File: src/rtl/tcbd_pkg.sv
package tcbd_pkg;

  localparam int NUM_BOARDS      = 12;
  localparam int UNITS_PER_BOARD = 4;
  localparam int MAX_CANDIDATES  = 2;
  localparam int PAD_TOTAL       = (UNITS_PER_BOARD + 1) * MAX_CANDIDATES;

  localparam logic [1:0] VERSION_OLD = 2'd1;
  localparam logic [1:0] VERSION_RESET = 2'd2;

  localparam logic [2:0] KIND_HEADER  = 3'd0;
  localparam logic [2:0] KIND_BXID    = 3'd1;
  localparam logic [2:0] KIND_STATUS  = 3'd2;
  localparam logic [2:0] KIND_CAND    = 3'd3;
  localparam logic [2:0] KIND_PAD     = 3'd4;
  localparam logic [2:0] KIND_PREFIX  = 3'd5;
  localparam logic [2:0] KIND_IGNORED = 3'd6;

  localparam logic [1:0] BANK_OK        = 2'd0;
  localparam logic [1:0] BANK_TRUNCATED = 2'd1;
  localparam logic [1:0] BANK_FORMAT    = 2'd2;

  localparam logic [2:0] PH_START  = 3'd0;
  localparam logic [2:0] PH_HEADER = 3'd1;
  localparam logic [2:0] PH_BXID   = 3'd2;
  localparam logic [2:0] PH_STATUS = 3'd3;
  localparam logic [2:0] PH_CAND   = 3'd4;
  localparam logic [2:0] PH_PAD    = 3'd5;

  localparam logic [31:0] MASK_HEADER = 32'hE000E000;
  localparam logic [31:0] MASK_BXID   = 32'hFF000000;
  localparam logic [31:0] MASK_STATUS = 32'h7F000000;
  localparam logic [31:0] MASK_CAND   = 32'hC0008000;

  typedef struct packed {
    logic [31:0] word;
    logic        last;
  } in_word_t;

  typedef struct packed {
    logic [2:0]  kind;
    logic [3:0]  board;
    logic [2:0]  unit;
    logic        slot;
    logic [31:0] payload;
    logic [11:0] event_id;
    logic [11:0] bunch_id;
    logic [4:0]  status_errors;
    logic        reserved_error;
    logic        board_done;
    logic        bank_done;
    logic [1:0]  bank_status;
  } out_word_t;

  typedef struct packed {
    logic [3:0] board_index;
    logic [2:0] phase;
    logic [2:0] unit_index;
    logic [1:0] slot_index;
    logic [9:0] unit_counts;
    logic       compressed_flag;
    logic [3:0] padding_left;
    logic       error_seen;
    logic       bank_finished;
  } dec_state_t;

  localparam dec_state_t STATE_RESET = '{
    board_index: 4'd0, phase: PH_START, unit_index: 3'd0, slot_index: 2'd0,
    unit_counts: 10'd0, compressed_flag: 1'b0, padding_left: 4'd0,
    error_seen: 1'b0, bank_finished: 1'b0
  };

  function automatic logic [1:0] clip_count(input logic [1:0] n);
    clip_count = (n > 2'(MAX_CANDIDATES)) ? 2'(MAX_CANDIDATES) : n;
  endfunction

  function automatic logic [1:0] count_of(input logic [9:0] counts, input logic [2:0] u);
    count_of = (u > 3'(UNITS_PER_BOARD)) ? 2'd0 : counts[2*u +: 2];
  endfunction

endpackage

File: src/rtl/tcbd_decode.sv
module tcbd_decode
  import tcbd_pkg::*;
(
  input  dec_state_t st,
  input  logic [1:0] bank_version,
  input  in_word_t   in_item,
  output dec_state_t st_next,
  output out_word_t  result
);

  logic        v1;
  logic        complete;
  logic        res;
  logic [31:0] w;
  logic [3:0]  nib;
  logic [1:0]  n;
  logic [1:0]  lim;
  logic [2:0]  slot_inc;
  logic [2:0]  next_unit;
  logic        found;
  logic [3:0]  pl;
  logic [3:0]  pos;

  assign v1 = (bank_version == VERSION_OLD);
  assign w  = in_item.word;

  always_comb begin
    st_next   = st;
    result    = '0;
    complete  = 1'b0;
    res       = 1'b0;
    nib       = '0;
    n         = '0;
    lim       = '0;
    slot_inc  = '0;
    next_unit = '0;
    found     = 1'b0;
    pl        = '0;
    pos       = '0;
    result.payload = w;
    result.kind    = KIND_IGNORED;

    if (st.bank_finished) begin
      if (in_item.last) begin
        st_next = STATE_RESET;
      end
    end else begin
      result.board = st.board_index;
      case (st.phase)
        PH_START, PH_HEADER: begin
          result.event_id = w[11:0];
          result.bunch_id = w[27:16];
          if (st.phase == PH_START && v1) begin
            result.kind   = KIND_PREFIX;
            st_next.phase = PH_STATUS;
          end else begin
            result.kind   = KIND_HEADER;
            res           = !v1 && ((w & MASK_HEADER) != '0);
            st_next.phase = v1 ? PH_STATUS : PH_BXID;
          end
        end
        PH_BXID: begin
          result.kind   = KIND_BXID;
          res           = !v1 && ((w & MASK_BXID) != '0);
          st_next.phase = PH_STATUS;
        end
        PH_STATUS: begin
          result.kind = KIND_STATUS;
          result.status_errors[0] = (w[3:0] > 4'd2);
          st_next.unit_counts = '0;
          st_next.unit_counts[1:0] = clip_count(w[1:0]);
          for (int u = 0; u < UNITS_PER_BOARD; u++) begin
            nib = w[4+4*u +: 4];
            result.status_errors[u+1] = (nib > 4'd2);
            st_next.unit_counts[2*u+2 +: 2] = clip_count(nib[1:0]);
          end
          st_next.compressed_flag = v1 ? 1'b1 : w[31];
          res = !v1 && ((w & MASK_STATUS) != '0);
          if (clip_count(w[1:0]) == 2'd0) begin
            if (st_next.compressed_flag) begin
              complete = 1'b1;
            end else begin
              st_next.padding_left = 4'(PAD_TOTAL);
              st_next.phase        = PH_PAD;
            end
          end else begin
            st_next.unit_index = '0;
            st_next.slot_index = '0;
            st_next.phase      = PH_CAND;
          end
        end
        PH_CAND: begin
          result.unit = st.unit_index;
          result.slot = st.slot_index[0];
          n = count_of(st.unit_counts, st.unit_index);
          if (st.slot_index < n) begin
            result.kind = KIND_CAND;
            res = !v1 && ((w & MASK_CAND) != '0);
          end else begin
            result.kind = KIND_PAD;
          end
          slot_inc = {1'b0, st.slot_index} + 3'd1;
          lim = st.compressed_flag ? n : 2'(MAX_CANDIDATES);
          if (slot_inc >= {1'b0, lim}) begin
            st_next.slot_index = '0;
            for (int k = 1; k <= UNITS_PER_BOARD; k++) begin
              if (!found && (3'(k) > st.unit_index) &&
                  (!st.compressed_flag || count_of(st.unit_counts, 3'(k)) != 2'd0)) begin
                next_unit = 3'(k);
                found     = 1'b1;
              end
            end
            if (found) begin
              st_next.unit_index = next_unit;
            end else begin
              complete = 1'b1;
            end
          end else begin
            st_next.slot_index = slot_inc[1:0];
          end
        end
        default: begin
          result.kind = KIND_PAD;
          pl = (st.padding_left > 4'(PAD_TOTAL)) ? 4'(PAD_TOTAL) : st.padding_left;
          if (pl == 4'd0) begin
            complete = 1'b1;
            st_next.padding_left = '0;
          end else begin
            pos = 4'(PAD_TOTAL) - pl;
            result.unit = 3'(pos / MAX_CANDIDATES);
            result.slot = 1'(pos % MAX_CANDIDATES);
            st_next.padding_left = pl - 4'd1;
            if (pl == 4'd1) begin
              complete = 1'b1;
            end
          end
        end
      endcase

      result.reserved_error = res;
      st_next.error_seen = st.error_seen | res;

      if (complete) begin
        result.board_done = 1'b1;
        if (st.board_index >= 4'(NUM_BOARDS - 1)) begin
          result.bank_done   = 1'b1;
          result.bank_status = st_next.error_seen ? BANK_FORMAT : BANK_OK;
          if (in_item.last) begin
            st_next = STATE_RESET;
          end else begin
            st_next.bank_finished = 1'b1;
          end
        end else begin
          st_next.board_index = st.board_index + 4'd1;
          st_next.phase       = PH_HEADER;
          if (in_item.last) begin
            result.bank_done   = 1'b1;
            result.bank_status = BANK_TRUNCATED;
            st_next            = STATE_RESET;
          end
        end
      end else if (in_item.last) begin
        result.bank_done   = 1'b1;
        result.bank_status = BANK_TRUNCATED;
        st_next            = STATE_RESET;
      end
    end
  end

endmodule

File: src/rtl/tcbd_outbuf.sv
module tcbd_outbuf
  import tcbd_pkg::*;
(
  input  logic      clk,
  input  logic      rst,
  input  logic      push,
  input  out_word_t push_data,
  output logic      full,
  output logic      out_valid,
  input  logic      out_stall,
  output out_word_t out_data
);

  out_word_t   entries [2];
  logic        wr_ptr;
  logic        rd_ptr;
  logic [1:0]  count;
  logic        pop;

  assign pop       = out_valid && !out_stall;
  assign out_valid = (count != 2'd0);
  assign full      = (count == 2'd2);
  assign out_data  = entries[rd_ptr];

  always_ff @(posedge clk) begin
    if (push) begin
      entries[wr_ptr] <= push_data;
    end
  end

  always_ff @(posedge clk) begin
    if (rst) begin
      wr_ptr <= 1'b0;
      rd_ptr <= 1'b0;
      count  <= 2'd0;
    end else begin
      if (push) begin
        wr_ptr <= !wr_ptr;
      end
      if (pop) begin
        rd_ptr <= !rd_ptr;
      end
      count <= count + {1'b0, push} - {1'b0, pop};
    end
  end

endmodule

File: src/rtl/trigger_candidate_bank_deframer_unit.sv
// Trigger bank deframer: takes one 32-bit bank word per clock while in_stall is
// low and gives one labelled word for each, tagged with board, unit and slot,
// with header fields, status checks, reserved-bit errors and end-of-bank status.
// The single decode step feeds a two-entry output buffer that registers each
// word; one word a clock is sustained while out_stall is low, and in_stall is
// high only while both entries are occupied. bank_version resets to 2; the user
// must write it through the cfg port only between banks, unchecked by the block.
module trigger_candidate_bank_deframer_unit
  import tcbd_pkg::*;
(
  input  logic       clk,
  input  logic       rst,
  input  logic       in_valid,
  output logic       in_stall,
  input  in_word_t   in_data,
  output logic       out_valid,
  input  logic       out_stall,
  output out_word_t  out_data,
  input  logic       cfg_valid,
  output logic       cfg_ready,
  input  logic [1:0] cfg_data
);

  dec_state_t st;
  dec_state_t st_next;
  out_word_t  result;
  logic [1:0] bank_version;
  logic       accept;
  logic       full;

  assign cfg_ready = 1'b1;
  assign in_stall  = full;
  assign accept    = in_valid && !in_stall;

  always_ff @(posedge clk) begin
    if (rst) begin
      bank_version <= VERSION_RESET;
    end else if (cfg_valid && cfg_ready) begin
      bank_version <= cfg_data;
    end
  end

  always_ff @(posedge clk) begin
    if (rst) begin
      st <= STATE_RESET;
    end else if (accept) begin
      st <= st_next;
    end
  end

  tcbd_decode u_decode (
    .st           (st),
    .bank_version (bank_version),
    .in_item      (in_data),
    .st_next      (st_next),
    .result       (result)
  );

  tcbd_outbuf u_outbuf (
    .clk       (clk),
    .rst       (rst),
    .push      (accept),
    .push_data (result),
    .full      (full),
    .out_valid (out_valid),
    .out_stall (out_stall),
    .out_data  (out_data)
  );

endmodule

File: config.mk
export PLATFORM = sky130hd
export DESIGN_NAME = trigger_candidate_bank_deframer_unit
export DESIGN_NICKNAME = d
export VERILOG_FILES = /design/src/rtl/tcbd_pkg.sv /design/src/rtl/tcbd_decode.sv /design/src/rtl/tcbd_outbuf.sv /design/src/rtl/trigger_candidate_bank_deframer_unit.sv
export SDC_FILE = /design/constraint.sdc
export NUM_CORES = 1
export LEC_CHECK = 0
export ABC_CLOCK_PERIOD_IN_PS = 4400
export BUFFER_PORTS_ARGS = -buffer_cell sky130_fd_sc_hd__buf_4
export CORE_ASPECT_RATIO = 1.5
export CORE_MARGIN = 10
export CORE_UTILIZATION = 25
export DETAILED_ROUTE_END_ITERATION = 10
export PLACE_DENSITY_LB_ADDON = 0.05
export SLEW_MARGIN = 20
export SYNTH_ARGS = -nofsm -noshare
export SYNTH_HDL_FRONTEND = slang
export SYNTH_HIERARCHICAL = 1
export SYNTH_SLANG_ARGS = --single-unit
File: constraint.sdc
create_clock -name clk -period 4.4 [get_ports clk]
set_input_delay 0 -clock clk [delete_from_list [all_inputs] [get_ports clk]]
set_output_delay 0 -clock clk [all_outputs]
set_load 0.005 [all_outputs]
-- After elaboration in Yosys (flattened, before gate mapping)
Memories as Yosys holds them, arrays and structs flattened. A register that Yosys moved wholly into a read port is not among the register bits.
Cells that the tools add are included.
W data, S select, Z words.
- add/sub/neg operators: 6
- order comparisons: 19
- eq/ne operators: 9
- shift-type cells: 1
- mux-type cells: 82
- bitwise logic cells: 1
- reductions and logical operators: 46
- operator list (cell ; number):
    $mux W29 ; 6
    $reduce_bool A32 Y1 ; 4
    $mux W1 ; 35
    $mux W34 ; 1
    $mux W3 ; 11
    $mux W28 ; 1
    $mux W24 ; 1
    $mux W11 ; 2
    $mux W2 ; 11
    $gt A4 B2 Y1 const B ; 5
    $mux W4 ; 5
    $pmux W4 S2 ; 2
    $logic_and A1 B1 Y1 ; 14
    $pmux W3 S4 ; 1
    $reduce_bool A2 Y1 ; 6
    $gt A2 B2 Y1 const B ; 5
    $mux W5 ; 2
    $pmux W5 S2 ; 1
    $shiftx A10 B5 Y2 ; 1
    $logic_not A1 Y1 ; 9
    $pmux W3 S3 ; 1
    $reduce_or A4 Y1 ; 2
    $eq A3 B2 Y1 const B ; 2
    $gt A2 B3 Y1 const A ; 2
    other kinds (30) ; 34
- register bits after elaboration: 35
- bits in writable memories: 154
- input port bits: 40
- word-level logic and storage cells: 178
- memories kept: 1
- memories (memory ; words ; bits a word ; read ports ; clocked after Yosys merged registers in ; wr ports ; RTL line ; source):
    u_outbuf.entries ; 2 ; 77 ; 1 ; 1 ; 1 ; tcbd_outbuf.sv:14 ; out_word_t entries [2];

-- Logic depth before layout (Yosys ltp)
Gate-level depths: netlist of run 1.
- depth in word-level cells: 35
- mapped depth: 12
- mapped depth without buffers: 11

-- Hierarchy
Netlist of run 1, hierarchy kept.
- modules (own cells, without submodules) (module ; times used ; cells an instance ; area each (µm²) ; sequential area each (µm²)):
    tcbd_outbuf ; 1 ; 263 ; 5925.7 ; 4724.5
    tcbd_decode ; 1 ; 304 ; 1879.3 ; 0.0
    trigger_candidate_bank_deframer_unit ; 1 ; 140 ; 1420.1 ; 620.6

-- Worst setup path before layout of run 1
No wires, ideal clock.
- kind: flip-flop to flip-flop
- start: register u_outbuf.count[1]
- end: memory u_outbuf/entries[0][0] in the netlist's numbering, enable pin
- data arrival time: 4301 ps
- data required time: 3878 ps
- slack: -423 ps
- cell stages (with the launch flop): 5
- path buffers: 1
- period minus slack after synthesis: 4823 ps
- cell sequence: dfxtp_1 > nor2b_1 > nor2b_2 > buf_2 > nor2b_1
- cells in the longest elaborated chain, start to end: 5
- ends and longest elaborated chain (what ; RTL line ; source):
    start: declaration ; tcbd_outbuf.sv:17 ; logic [1:0] count;
    start signal: assignment ; tcbd_outbuf.sv:43 ; count <= count + {1'b0, push} - {1'b0, pop};
    $eq A2 B2 Y1 ; tcbd_outbuf.sv:22 ; assign full = (count == 2'd2);
    net in_stall ; trigger_candidate_bank_deframer_unit.sv:14 ; output logic in_stall,
    $logic_not A1 Y1 ; trigger_candidate_bank_deframer_unit.sv:33 ; assign accept = in_valid && !in_stall;
    $logic_and A1 B1 Y1 ; trigger_candidate_bank_deframer_unit.sv:33 ;
    net accept ; trigger_candidate_bank_deframer_unit.sv:28 ; logic accept;
    $mux W1 ; tcbd_outbuf.sv:26 ; if (push) begin
    $mux W1 (not written as such) ; tcbd_outbuf.sv:27 ; entries[wr_ptr] <= push_data;
    end: declaration ; tcbd_outbuf.sv:14 ;
The timed path passes the listed nets, and every way through them passes these cells.

==> metrics.yaml, run 1 <==
drt:
  vias: 5901
  first_pass_iters: 5
  via_per_inst: 4.498
  wl_per_cell_um: 19.00
  drc: 0
  postRouteAntennaNets: 0
  drtIter0Drc: 336
  routed_wl_um: 24930
setup_path:
  crit_required_ns: 4.70
  cp_cell_sequence: "mux4_2 -> nor2b_1 -> a31oi_1 -> and2_1 -> fa_1 -> a31oi_1 -> or4_4 -> a21oi_2 -> mux2_1 -> nand4bb_1 -> o21ai_1"
  max_stage_delay_ns: 0.60
  arrival_ns: 3.97
  cp-startpoint: "st[19]$_SDFFE_PP0P_"
  slowest_stage: "dfxtp_1"
  r2r_cells: 11
  crit_fanout: 11
  timing.rr.start: "st[19]$_SDFFE_PP0P_"
  cp_top_family: "multiplexers"
  critPathBufInv: 0
  worst-setup-path-type: "reg -> reg"
  worst-path-stages: 11
  endpoint: "st[25]$_SDFFE_PP0P_"
  r2r-end: "st[25]$_SDFFE_PP0P_"
  endpoint_kind: "flip-flop"
  cp-start-kind: "flip-flop"
  r2r_setup_slack_ns: 0.74
  crit_path_frequent_cell: "a31oi_1"
yosys:
  yosys.area.top_type: "edfxtp_1"
  synth.distinct_cells: 73
  synth-edff-count: 154
  synth_top_area_share_pct: 50.13
  yosysWarnings: 6
  syn_inst: 707
  synthArstFlopShare_pct: 0
  synth.avg_cell_area_um2: 13.05
  ys_ff_latch: 190
  synth_area_leaders: "edfxtp_1 (50%), dfxtp_1 (7.8%), mux2_2 (6.1%)"
  synth_seq_area_share_pct: 57.94
  synth_fp_nets: 754
  syn_area_mm2: 0.009225
  ys.flop_type: "edfxtp_1"
timing:
  maxSlewHeadroom_pct: 34.72
  post-route-period-util_pct: 83.26
  fmax_ghz: 0.2730
  timing.setup.tns_ns: 0
  finalHoldViolCount: 0
  drv_slew: 0
  period_needed_ns: 3.664
  rsz0062_at_grt: "no"
  worst_pin_slew_ns: 0.9771
  finClkSkew_ns: 0.01175
  setup_viol: 0
  setup_ws_ns: 0.7364
global_routing:
  grt_usage_pct: 11.10
  grt_pass1_wl_um: 38190
  overflow: 0
  grt_pass1_vias: 6359
  antenna_found_initial: 0
  grt_max_degree: 78
run:
  max_cap_violations: 0
run_status:
  outcome: "complete, no violations"
clock_network:
  clkTransAtPathRegs_ns: 0.07
  clockRootBuffer: "clkbuf_16"
  cts-buffers-inserted: 17
  cts.sinks: 190
  h-tree-depth: 4
  cts_tree: "yes"
  cts_resized: 0
  clk_latency_ns: 0.44
  post_cts_buffers: 0
  clockBufferDepth: 2
layout:
  final_area_mm2: 0.01129
  nets: 862
  n_antenna_cell: 0
  drive_above_1_share_pct: 30.31
  area_growth_pct: 22.34
die:
  dieWidth_um: 176.8
  die-area_mm2: 0.04514
  num_io_pins: 120
  initial_utilization_pct: 25.22
  die-height_um: 255.3
  row_count: 86
  core-area_mm2: 0.03659
pwr:
  power.total_uw: 5239
  ir_drop_mv: 0.2212
  p_leak_uw: 0.003901
  powerDensity_mw_per_mm2: 464.2
place:
  gp_congestion: 0.7972
  io_buffers: 118
  dp_hpwl_um: 16540
  pre_cts_slack_ns: 0.7574
  placed_cell_area_mm2: 0.01035
min_path:
  hp-class: "in -> reg"
[stage by stage]
step	std cells	hold WS (ns)	utilization [%]
final	1312	0.008526	30.85
after detailed placement	1244	0.1993	28.30
after global placement	1244	0.1982	28.30
after floorplan	707	0.07161	-
after CTS	1312	0.005023	30.85
after global routing	1312	0.03547	30.85
[worst min-delay path by stage]
stage                start                                 to  slack, ns  cells after the start
2_1_floorplan          rst       u_outbuf/count[0]$_SDFF_PP0_       0.07                      1
3_3_place_gp   in_data[22]  u_outbuf/entries[0][55]$_DFFE_PP_       0.20                      1
3_5_place_dp   in_data[22]  u_outbuf/entries[0][55]$_DFFE_PP_       0.20                      1
4_1_cts                rst       u_outbuf/count[1]$_SDFF_PP0_      0.005                      2
5_1_grt          out_stall       u_outbuf/rd_ptr$_SDFFE_PP0P_       0.04                      3
6_report               rst       u_outbuf/count[1]$_SDFF_PP0_      0.009                      2
[Yosys cell counts (2+ instances only)]
cell,instances
a2111oi_0,2
a211o_1,2
a211oi_1,11
a21o_1,3
a21oi_1,29
a2bb2oi_1,2
a31oi_1,7
a32oi_1,2
and2_1,27
buf_1,2
buf_2,10
buf_4,35
buf_6,7
clkbuf_1,18
clkbuf_4,2
dfxtp_1,36
edfxtp_1,154
ha_1,6
inv_1,12
mux2_2,50
mux2_4,30
mux2i_1,4
nand2_1,31
nand2b_1,32
nand3_1,4
nand3b_1,7
nand4bb_1,29
nor2_1,33
nor2b_1,12
nor3_1,12
nor3b_1,5
nor4_1,6
o211ai_1,2
o21a_1,3
o21ai_0,5
o21ai_1,30
o22ai_1,2
or2_1,3
or2_2,3
or3_1,2
or3b_1,2
xnor2_1,2
[flip-flops by register name (all words and copies together), names as in the netlist, named ones only]
name	cells
u_outbuf/count	2
u_outbuf/rd_ptr	1
bank_version	2
u_outbuf/entries	154
st	29
u_outbuf/wr_ptr	1
[cells by family after synthesis]
kind of cell,share of synthesized area (%)
AND/OR/NAND/NOR,14.39
flip-flops,57.94
AO/OA/AOI/OAI,8.423
buffers and inverters,5.751
multiplexers,11.79
adder cells (fa/ha/maj),1.139
XOR/XNOR,0.5290
other,0.04065
[cell type report]
type | instances | area [µm²]
Sequential cell | 190 | 5349
Fill cell | 3742 | 25300
Inverter | 13 | 48.80
Multi-Input combinational cell | 430 | 3372
Timing Repair Buffer | 163 | 1339
Clock buffer | 20 | 436.7
Clock inverter | 12 | 135.1
Tap cell | 484 | 605.6
[layer usage]
metal  global-route usage [%]  up-vias  wire (µm)
met2                    20.49      102      13640
met1                    12.24     2961      10240
met4                    4.238        0        347
met3                    2.170       17        711
li1                         -     2821          -
met5                        0        -          0
[power breakdown]
part           leakage [µW]  internal, µW  switching (µW)
combinational       0.00188           738             660
clock              0.000276           844             698
sequential          0.00174          2230            65.6
[timing repair]
item / in CTS / in global routing
endpoints found under the setup margin: 0 / 0
hold endpoints to repair: 129 / 0
hold buffers: 36 / 0
[cells in the final DEF, fill, tap and decap left out, types with 12 or more instances in the layout]
cell             n
nand2b_1        32
dfxtp_1         35
edfxtp_1       154
clkbuf_16       17
inv_1           12
mux2_4          30
a21oi_1         29
buf_4          125
nor2_1          33
and2_1          26
nand2_1         31
o21ai_1         30
dlygate4sd3_1   36
mux2_2          50
nand4bb_1       29
Power figures use the tool's default switching activity.
==> run 2, diff against run 1 <==
ABC_CLOCK_PERIOD_IN_PS = 3830   (was 4400)
clock period = 3.83 ns   (was 4.4 ns; I/O delays follow)
==> metrics.yaml, run 2 (synthesized netlist as in run 1, its figures left out) <==
global_routing:
  grt_max_degree: 78  # unchanged
  antenna_found_initial: 0  # unchanged
  grt_pass1_wl_um: 38020  # was 38190 µm
  overflow: 0  # unchanged
  grt_usage_pct: 11.04  # was 11.10%
  grt_pass1_vias: 6383  # was 6359
clock_network:
  cts-buffers-inserted: 17  # unchanged
  cts_tree: "yes"  # unchanged
  clockBufferDepth: 2  # unchanged
  post_cts_buffers: 0  # unchanged
  h-tree-depth: 4  # unchanged
  clockRootBuffer: "clkbuf_16"  # unchanged
  clk_latency_ns: 0.44  # about the same
  cts.sinks: 190  # unchanged
  clkTransAtPathRegs_ns: 0.07  # about the same
timing:
  timing.setup.tns_ns: 0  # unchanged
  worst_pin_slew_ns: 0.9949  # was 0.9771 ns
  finClkSkew_ns: 0.007799  # was 0.01175 ns
  maxSlewHeadroom_pct: 33.58  # was 34.72%
  post-route-period-util_pct: 88.59  # was 83.26%
  finalHoldViolCount: 0  # unchanged
  rsz0062_at_grt: "no"  # unchanged
  period_needed_ns: 3.393  # was 3.664 ns
  drv_slew: 0  # unchanged
  setup_viol: 0  # unchanged
  fmax_ghz: 0.2947  # was 0.2730 GHz
drt:
  postRouteAntennaNets: 0  # unchanged
  wl_per_cell_um: 18.99  # was 19.00 µm
  routed_wl_um: 24950  # was 24930 µm
  first_pass_iters: 5  # unchanged
  via_per_inst: 4.548  # was 4.498
  drtIter0Drc: 313  # was 336
  drc: 0  # unchanged
  vias: 5976  # was 5901
place:
  gp_congestion: 0.7881  # was 0.7972
  dp_hpwl_um: 16740  # was 16540 µm
  io_buffers: 118  # unchanged
setup_path:
  endpoint_kind: "flip-flop"  # unchanged
  cp-start-kind: "flip-flop"  # unchanged
  slowest_stage: "dfxtp_1"  # unchanged
  arrival_ns: 3.72  # was 3.97 ns
  worst-setup-path-type: "reg -> reg"  # unchanged
  crit_fanout: 11  # unchanged
  max_stage_delay_ns: 0.59  # was 0.60 ns
  r2r_cells: 11  # unchanged
  crit_path_frequent_cell: "a31oi_1"  # unchanged
  crit_required_ns: 4.15  # was 4.70 ns
  cp_cell_sequence: "mux4_2 -> nor2b_1 -> a31oi_1 -> and2_1 -> fa_1 -> a31oi_1 -> or4_4 -> a21oi_2 -> mux2_1 -> nand4bb_1 -> o21ai_1"  # unchanged
layout:
  reg_top3: "u_outbuf/entries: 154 flops, st: 29 flops"  # unchanged
  largest_reg_flops: 154  # unchanged
  drive_above_1_share_pct: 30.36  # was 30.31%
  n_antenna_cell: 0  # unchanged
  regArea_mm2: 0.005349  # unchanged
  fillCellCount: 3732  # was 3742
  final_cell_mix: "edfxtp_1 (154), buf_4 (129), mux2_2 (50), dlygate4sd3_1 (36), dfxtp_1 (35)"  # was edfxtp_1 (154), buf_4 (125), mux2_2 (50), dlygate4sd3_1 (36), dfxtp_1 (35)
  multiInputGateArea_mm2: 0.003372  # unchanged
  largest_register: "u_outbuf/entries"  # unchanged
  nets: 865  # was 862
  final_common_cell: "edfxtp_1"  # unchanged
  final_core_util_pct: 30.82  # was 30.85%
  area_growth_pct: 22.23  # was 22.34%
die:
  die-area_mm2: 0.04514  # unchanged
  dieWidth_um: 176.8  # unchanged
  initial_utilization_pct: 25.22  # unchanged
  row_count: 86  # unchanged
  num_io_pins: 120  # unchanged
  die-height_um: 255.3  # unchanged
  core-area_mm2: 0.03659  # unchanged
pwr:
  powerDensity_mw_per_mm2: 529.3  # was 464.2 mW/mm²
  ir_drop_mv: 0.2435  # was 0.2212 mV
  p_leak_uw: 0.003903  # was 0.003901 µW
run_status:
  outcome: "complete, no violations"  # unchanged
min_path:
  whs_path_depth: 2  # unchanged
  hp-class: "in -> reg"  # unchanged
run:
  max_cap_violations: 0  # unchanged
[run 2: worst paths after layout]
| check | from | slack [ns] | end |
|---|---|---|---|
| hold reg to reg | st[1]$_SDFFE_PP0P_ | 0.49 | st[1]$_SDFFE_PP0P_ |
| hold / removal | rst | 0.007 | u_outbuf/wr_ptr$_SDFFE_PP0P_ |
| setup reg to reg | st[19]$_SDFFE_PP0P_ | 0.44 | st[25]$_SDFFE_PP0P_ |
| setup / recovery | st[19]$_SDFFE_PP0P_ | 0.44 | st[25]$_SDFFE_PP0P_ |
[run 2: layout make-up]
type,count,area share [%]
clock buffer,19,3.839
inverter,13,0.4328
timing repair buffer,166,11.96
multi-input combinational,430,29.90
clock inverter,12,1.054
sequential,190,47.44
tap,484,5.371
[run 2: worst max-delay path: cells and delay by family (launching register included)]
| kind | cells | cell delay [ns] |
|---|---|---|
| AND/OR/NAND/NOR | 4 | 0.91 |
| multiplexers | 2 | 0.91 |
| AO/OA/AOI/OAI | 4 | 0.67 |
| flip-flops | 1 | 0.59 |
| adder cells (fa/ha/maj) | 1 | 0.18 |
[run 2: metrics by stage]
stage	setup WS [ns]	std cells	instance area [µm²]	power (µW)	hold slack, ns
floorplan	0.4755	707	9228	3611	0.07161
global placement	0.4672	1247	10360	4320	0.1978
detailed placement	0.4430	1247	10360	4338	0.1966
CTS	0.4090	1314	11280	6132	0.003333
global route	0.05725	1314	11280	6299	0.02692
finish	0.4370	1314	11280	5969	0.006707
[run 2: metal layers]
layer,wire length [µm],GRT usage [%],share of wire [%],vias up
met2,13700,20.55,55,121
met1,9909,12.03,40,3012
met3,866,2.170,3.5,23
met5,0,0,0,-
li1,-,-,-,2820
met4,475,4.166,1.9,0
[run 2: power breakdown]
| part | internal, µW | switching (µW) | total [µW] |
|---|---|---|---|
| Combinational | 850 | 689 | 1540 |
| Sequential | 2570 | 145 | 2710 |
| Clock | 951 | 766 | 1720 |
| Total | 4370 | 1600 | 5970 |
[run 2: timing repair]
item	CTS	global route
hold buffers	36	0
hold endpoints to repair	129	0
gates resized for setup	0	0
==> run 3, diff against run 2 <==
HOLD_SLACK_MARGIN = 0.02   (was unset)
==> metrics.yaml, run 3 (synthesized netlist as in run 1, its figures left out) <==
run_status:
  outcome: "complete, no violations"  # unchanged
setup_path:
  worst-setup-path-type: "reg -> reg"  # unchanged
  arrival_ns: 3.73  # was 3.72 ns
  r2r_setup_slack_ns: 0.43  # was 0.44 ns
  crit_fanout: 11  # unchanged
  crit_path_frequent_cell: "a31oi_1"  # unchanged
  endpoint_kind: "flip-flop"  # unchanged
  max_stage_delay_ns: 0.59  # about the same
  cp-start-kind: "flip-flop"  # unchanged
  cp_cell_sequence: "mux4_2 -> nor2b_1 -> a31oi_1 -> and2_1 -> fa_1 -> a31oi_1 -> or4_4 -> a21oi_2 -> mux2_1 -> nand4bb_1 -> o21ai_1"  # unchanged
  slowest_stage: "dfxtp_1"  # unchanged
  crit_required_ns: 4.15  # about the same
drt:
  postRouteAntennaNets: 0  # unchanged
  drtIter0Drc: 310  # was 313
  vias: 5974  # was 5976
  via_per_inst: 4.536  # was 4.548
  wl_per_cell_um: 18.98  # was 18.99 µm
  drc: 0  # unchanged
  routed_wl_um: 25000  # was 24950 µm
  first_pass_iters: 4  # was 5
clock_network:
  clk_latency_ns: 0.44  # about the same
  post_cts_buffers: 0  # unchanged
  h-tree-depth: 4  # unchanged
  cts_tree: "yes"  # unchanged
  clockBufferDepth: 2  # unchanged
  cts.sinks: 190  # unchanged
  clockRootBuffer: "clkbuf_16"  # unchanged
  clkTransAtPathRegs_ns: 0.07  # about the same
  cts-buffers-inserted: 17  # unchanged
place:
  dp_hpwl_um: 16740  # unchanged
  io_buffers: 118  # unchanged
  gp_congestion: 0.7881  # unchanged
run:
  max_cap_violations: 0  # unchanged
pwr:
  p_switching_uw: 1605  # was 1600 µW
  intPower_uw: 4371  # was 4368 µW
  switching_share_pct: 26.85  # was 26.81%
  ir_drop_mv: 0.2434  # was 0.2435 mV
  p_leak_uw: 0.003918  # was 0.003903 µW
  power.total_uw: 5975  # was 5969 µW
  combPwrFrac_pct: 25.8  # about the same
  power.share.clock_pct: 28.8  # about the same
  seqPwrFrac_pct: 45.4  # was 45.5%
  powerDensity_mw_per_mm2: 528.5  # was 529.3 mW/mm²
die:
  row_count: 86  # unchanged
  initial_utilization_pct: 25.22  # unchanged
  core-area_mm2: 0.03659  # unchanged
  num_io_pins: 120  # unchanged
  die-area_mm2: 0.04514  # unchanged
  die-height_um: 255.3  # unchanged
  dieWidth_um: 176.8  # unchanged
layout:
  final_common_cell: "edfxtp_1"  # unchanged
  area_growth_pct: 22.55  # was 22.23%
  final_cell_mix: "edfxtp_1 (154), buf_4 (129), mux2_2 (50), dlygate4sd3_1 (39), dfxtp_1 (35)"  # was edfxtp_1 (154), buf_4 (129), mux2_2 (50), dlygate4sd3_1 (36), dfxtp_1 (35)
  drive_above_1_share_pct: 30.25  # was 30.36%
  reg_top3: "u_outbuf/entries: 154 flops, st: 29 flops"  # unchanged
  nets: 868  # was 865
  final_core_util_pct: 30.90  # was 30.82%
  largest_reg_flops: 154  # unchanged
  largest_register: "u_outbuf/entries"  # unchanged
  n_antenna_cell: 0  # unchanged
min_path:
  hp-class: "in -> reg"  # unchanged
timing:
  finalHoldViolCount: 0  # unchanged
  period_needed_ns: 3.403  # was 3.393 ns
  rsz0062_at_grt: "no"  # unchanged
  post-route-period-util_pct: 88.84  # was 88.59%
  drv_slew: 0  # unchanged
  worst_pin_slew_ns: 0.9971  # was 0.9949 ns
  timing.setup.tns_ns: 0  # unchanged
  finClkSkew_ns: 0.009640  # was 0.007799 ns
  maxSlewHeadroom_pct: 33.43  # was 33.58%
  setup_viol: 0  # unchanged
  fmax_ghz: 0.2939  # was 0.2947 GHz
global_routing:
  grt_pass1_wl_um: 38050  # was 38020 µm
  grt_max_degree: 78  # unchanged
  grt_pass1_vias: 6403  # was 6383
  antenna_found_initial: 0  # unchanged
  grt_usage_pct: 11.04  # about the same
  overflow: 0  # unchanged
==> run 3: final timing paths <==
check                                          from                  end  cells after the start
worst max-delay path            st[19]$_SDFFE_PP0P_  st[25]$_SDFFE_PP0P_                     11
worst min-delay path                       in_valid  st[19]$_SDFFE_PP0P_                      3
worst max register to register  st[19]$_SDFFE_PP0P_  st[25]$_SDFFE_PP0P_                     11
worst min register to register   st[1]$_SDFFE_PP0P_   st[1]$_SDFFE_PP0P_                      2
==> run 3: final cells by class <==
cell class / count / area, µm²
clock inverters: 12 / 118.9
well taps: 484 / 605.6
flip-flops and latches: 190 / 5349
fillers: 3733 / 25280
clock buffers: 19 / 432.9
repair buffers: 169 / 1379
inverters: 13 / 48.80
multi-input cells: 430 / 3372
==> run 3: worst max-delay path: cells and delay by family, from the launching register on <==
family                     cells  cell delay (ns)
DFF                            1             0.59
adders and majority gates      1             0.18
AOI/OAI and AO/OA              4             0.68
and+or+nand+nor                4             0.90
muxes                          2             0.91
==> run 3: per-stage QoR <==
stage | instance area [µm²] | setup WS, ns | instances | hold slack, ns
finish | 11310 | 0.4275 | 1317 | 0.04926
global route | 11310 | 0.05731 | 1317 | 0.05936
CTS | 11310 | 0.4090 | 1317 | 0.03802
detailed placement | 10360 | 0.4430 | 1247 | 0.1966
global placement | 10360 | 0.4672 | 1247 | 0.1978
floorplan | 9228 | 0.4755 | 707 | 0.07161
==> run 3: routing by layer <==
layer  vias to the layer above  track usage, %  wire length (µm)
li1                       2823               -                 -
met1                      3021           12.03             10020
met2                       103           20.56             13700
met3                        27           2.170               768
met4                         0           4.166               505
met5                         -               0                 0
==> run 3: power groups by stage <==
stage               clock network (µW)  registers (µW)  logic [µW]
CTS                               1800            2720        1610
floorplan                            0            2680         933
finish                            1720            2710        1540
global placement                     0            2760        1560
global route                      1870            2750        1690
detailed placement                   0            2770        1570
==> run 3: what timing repair did <==
item	CTS	global route
hold endpoints to repair	138	0
gates resized for setup	0	0
hold buffers	39	0
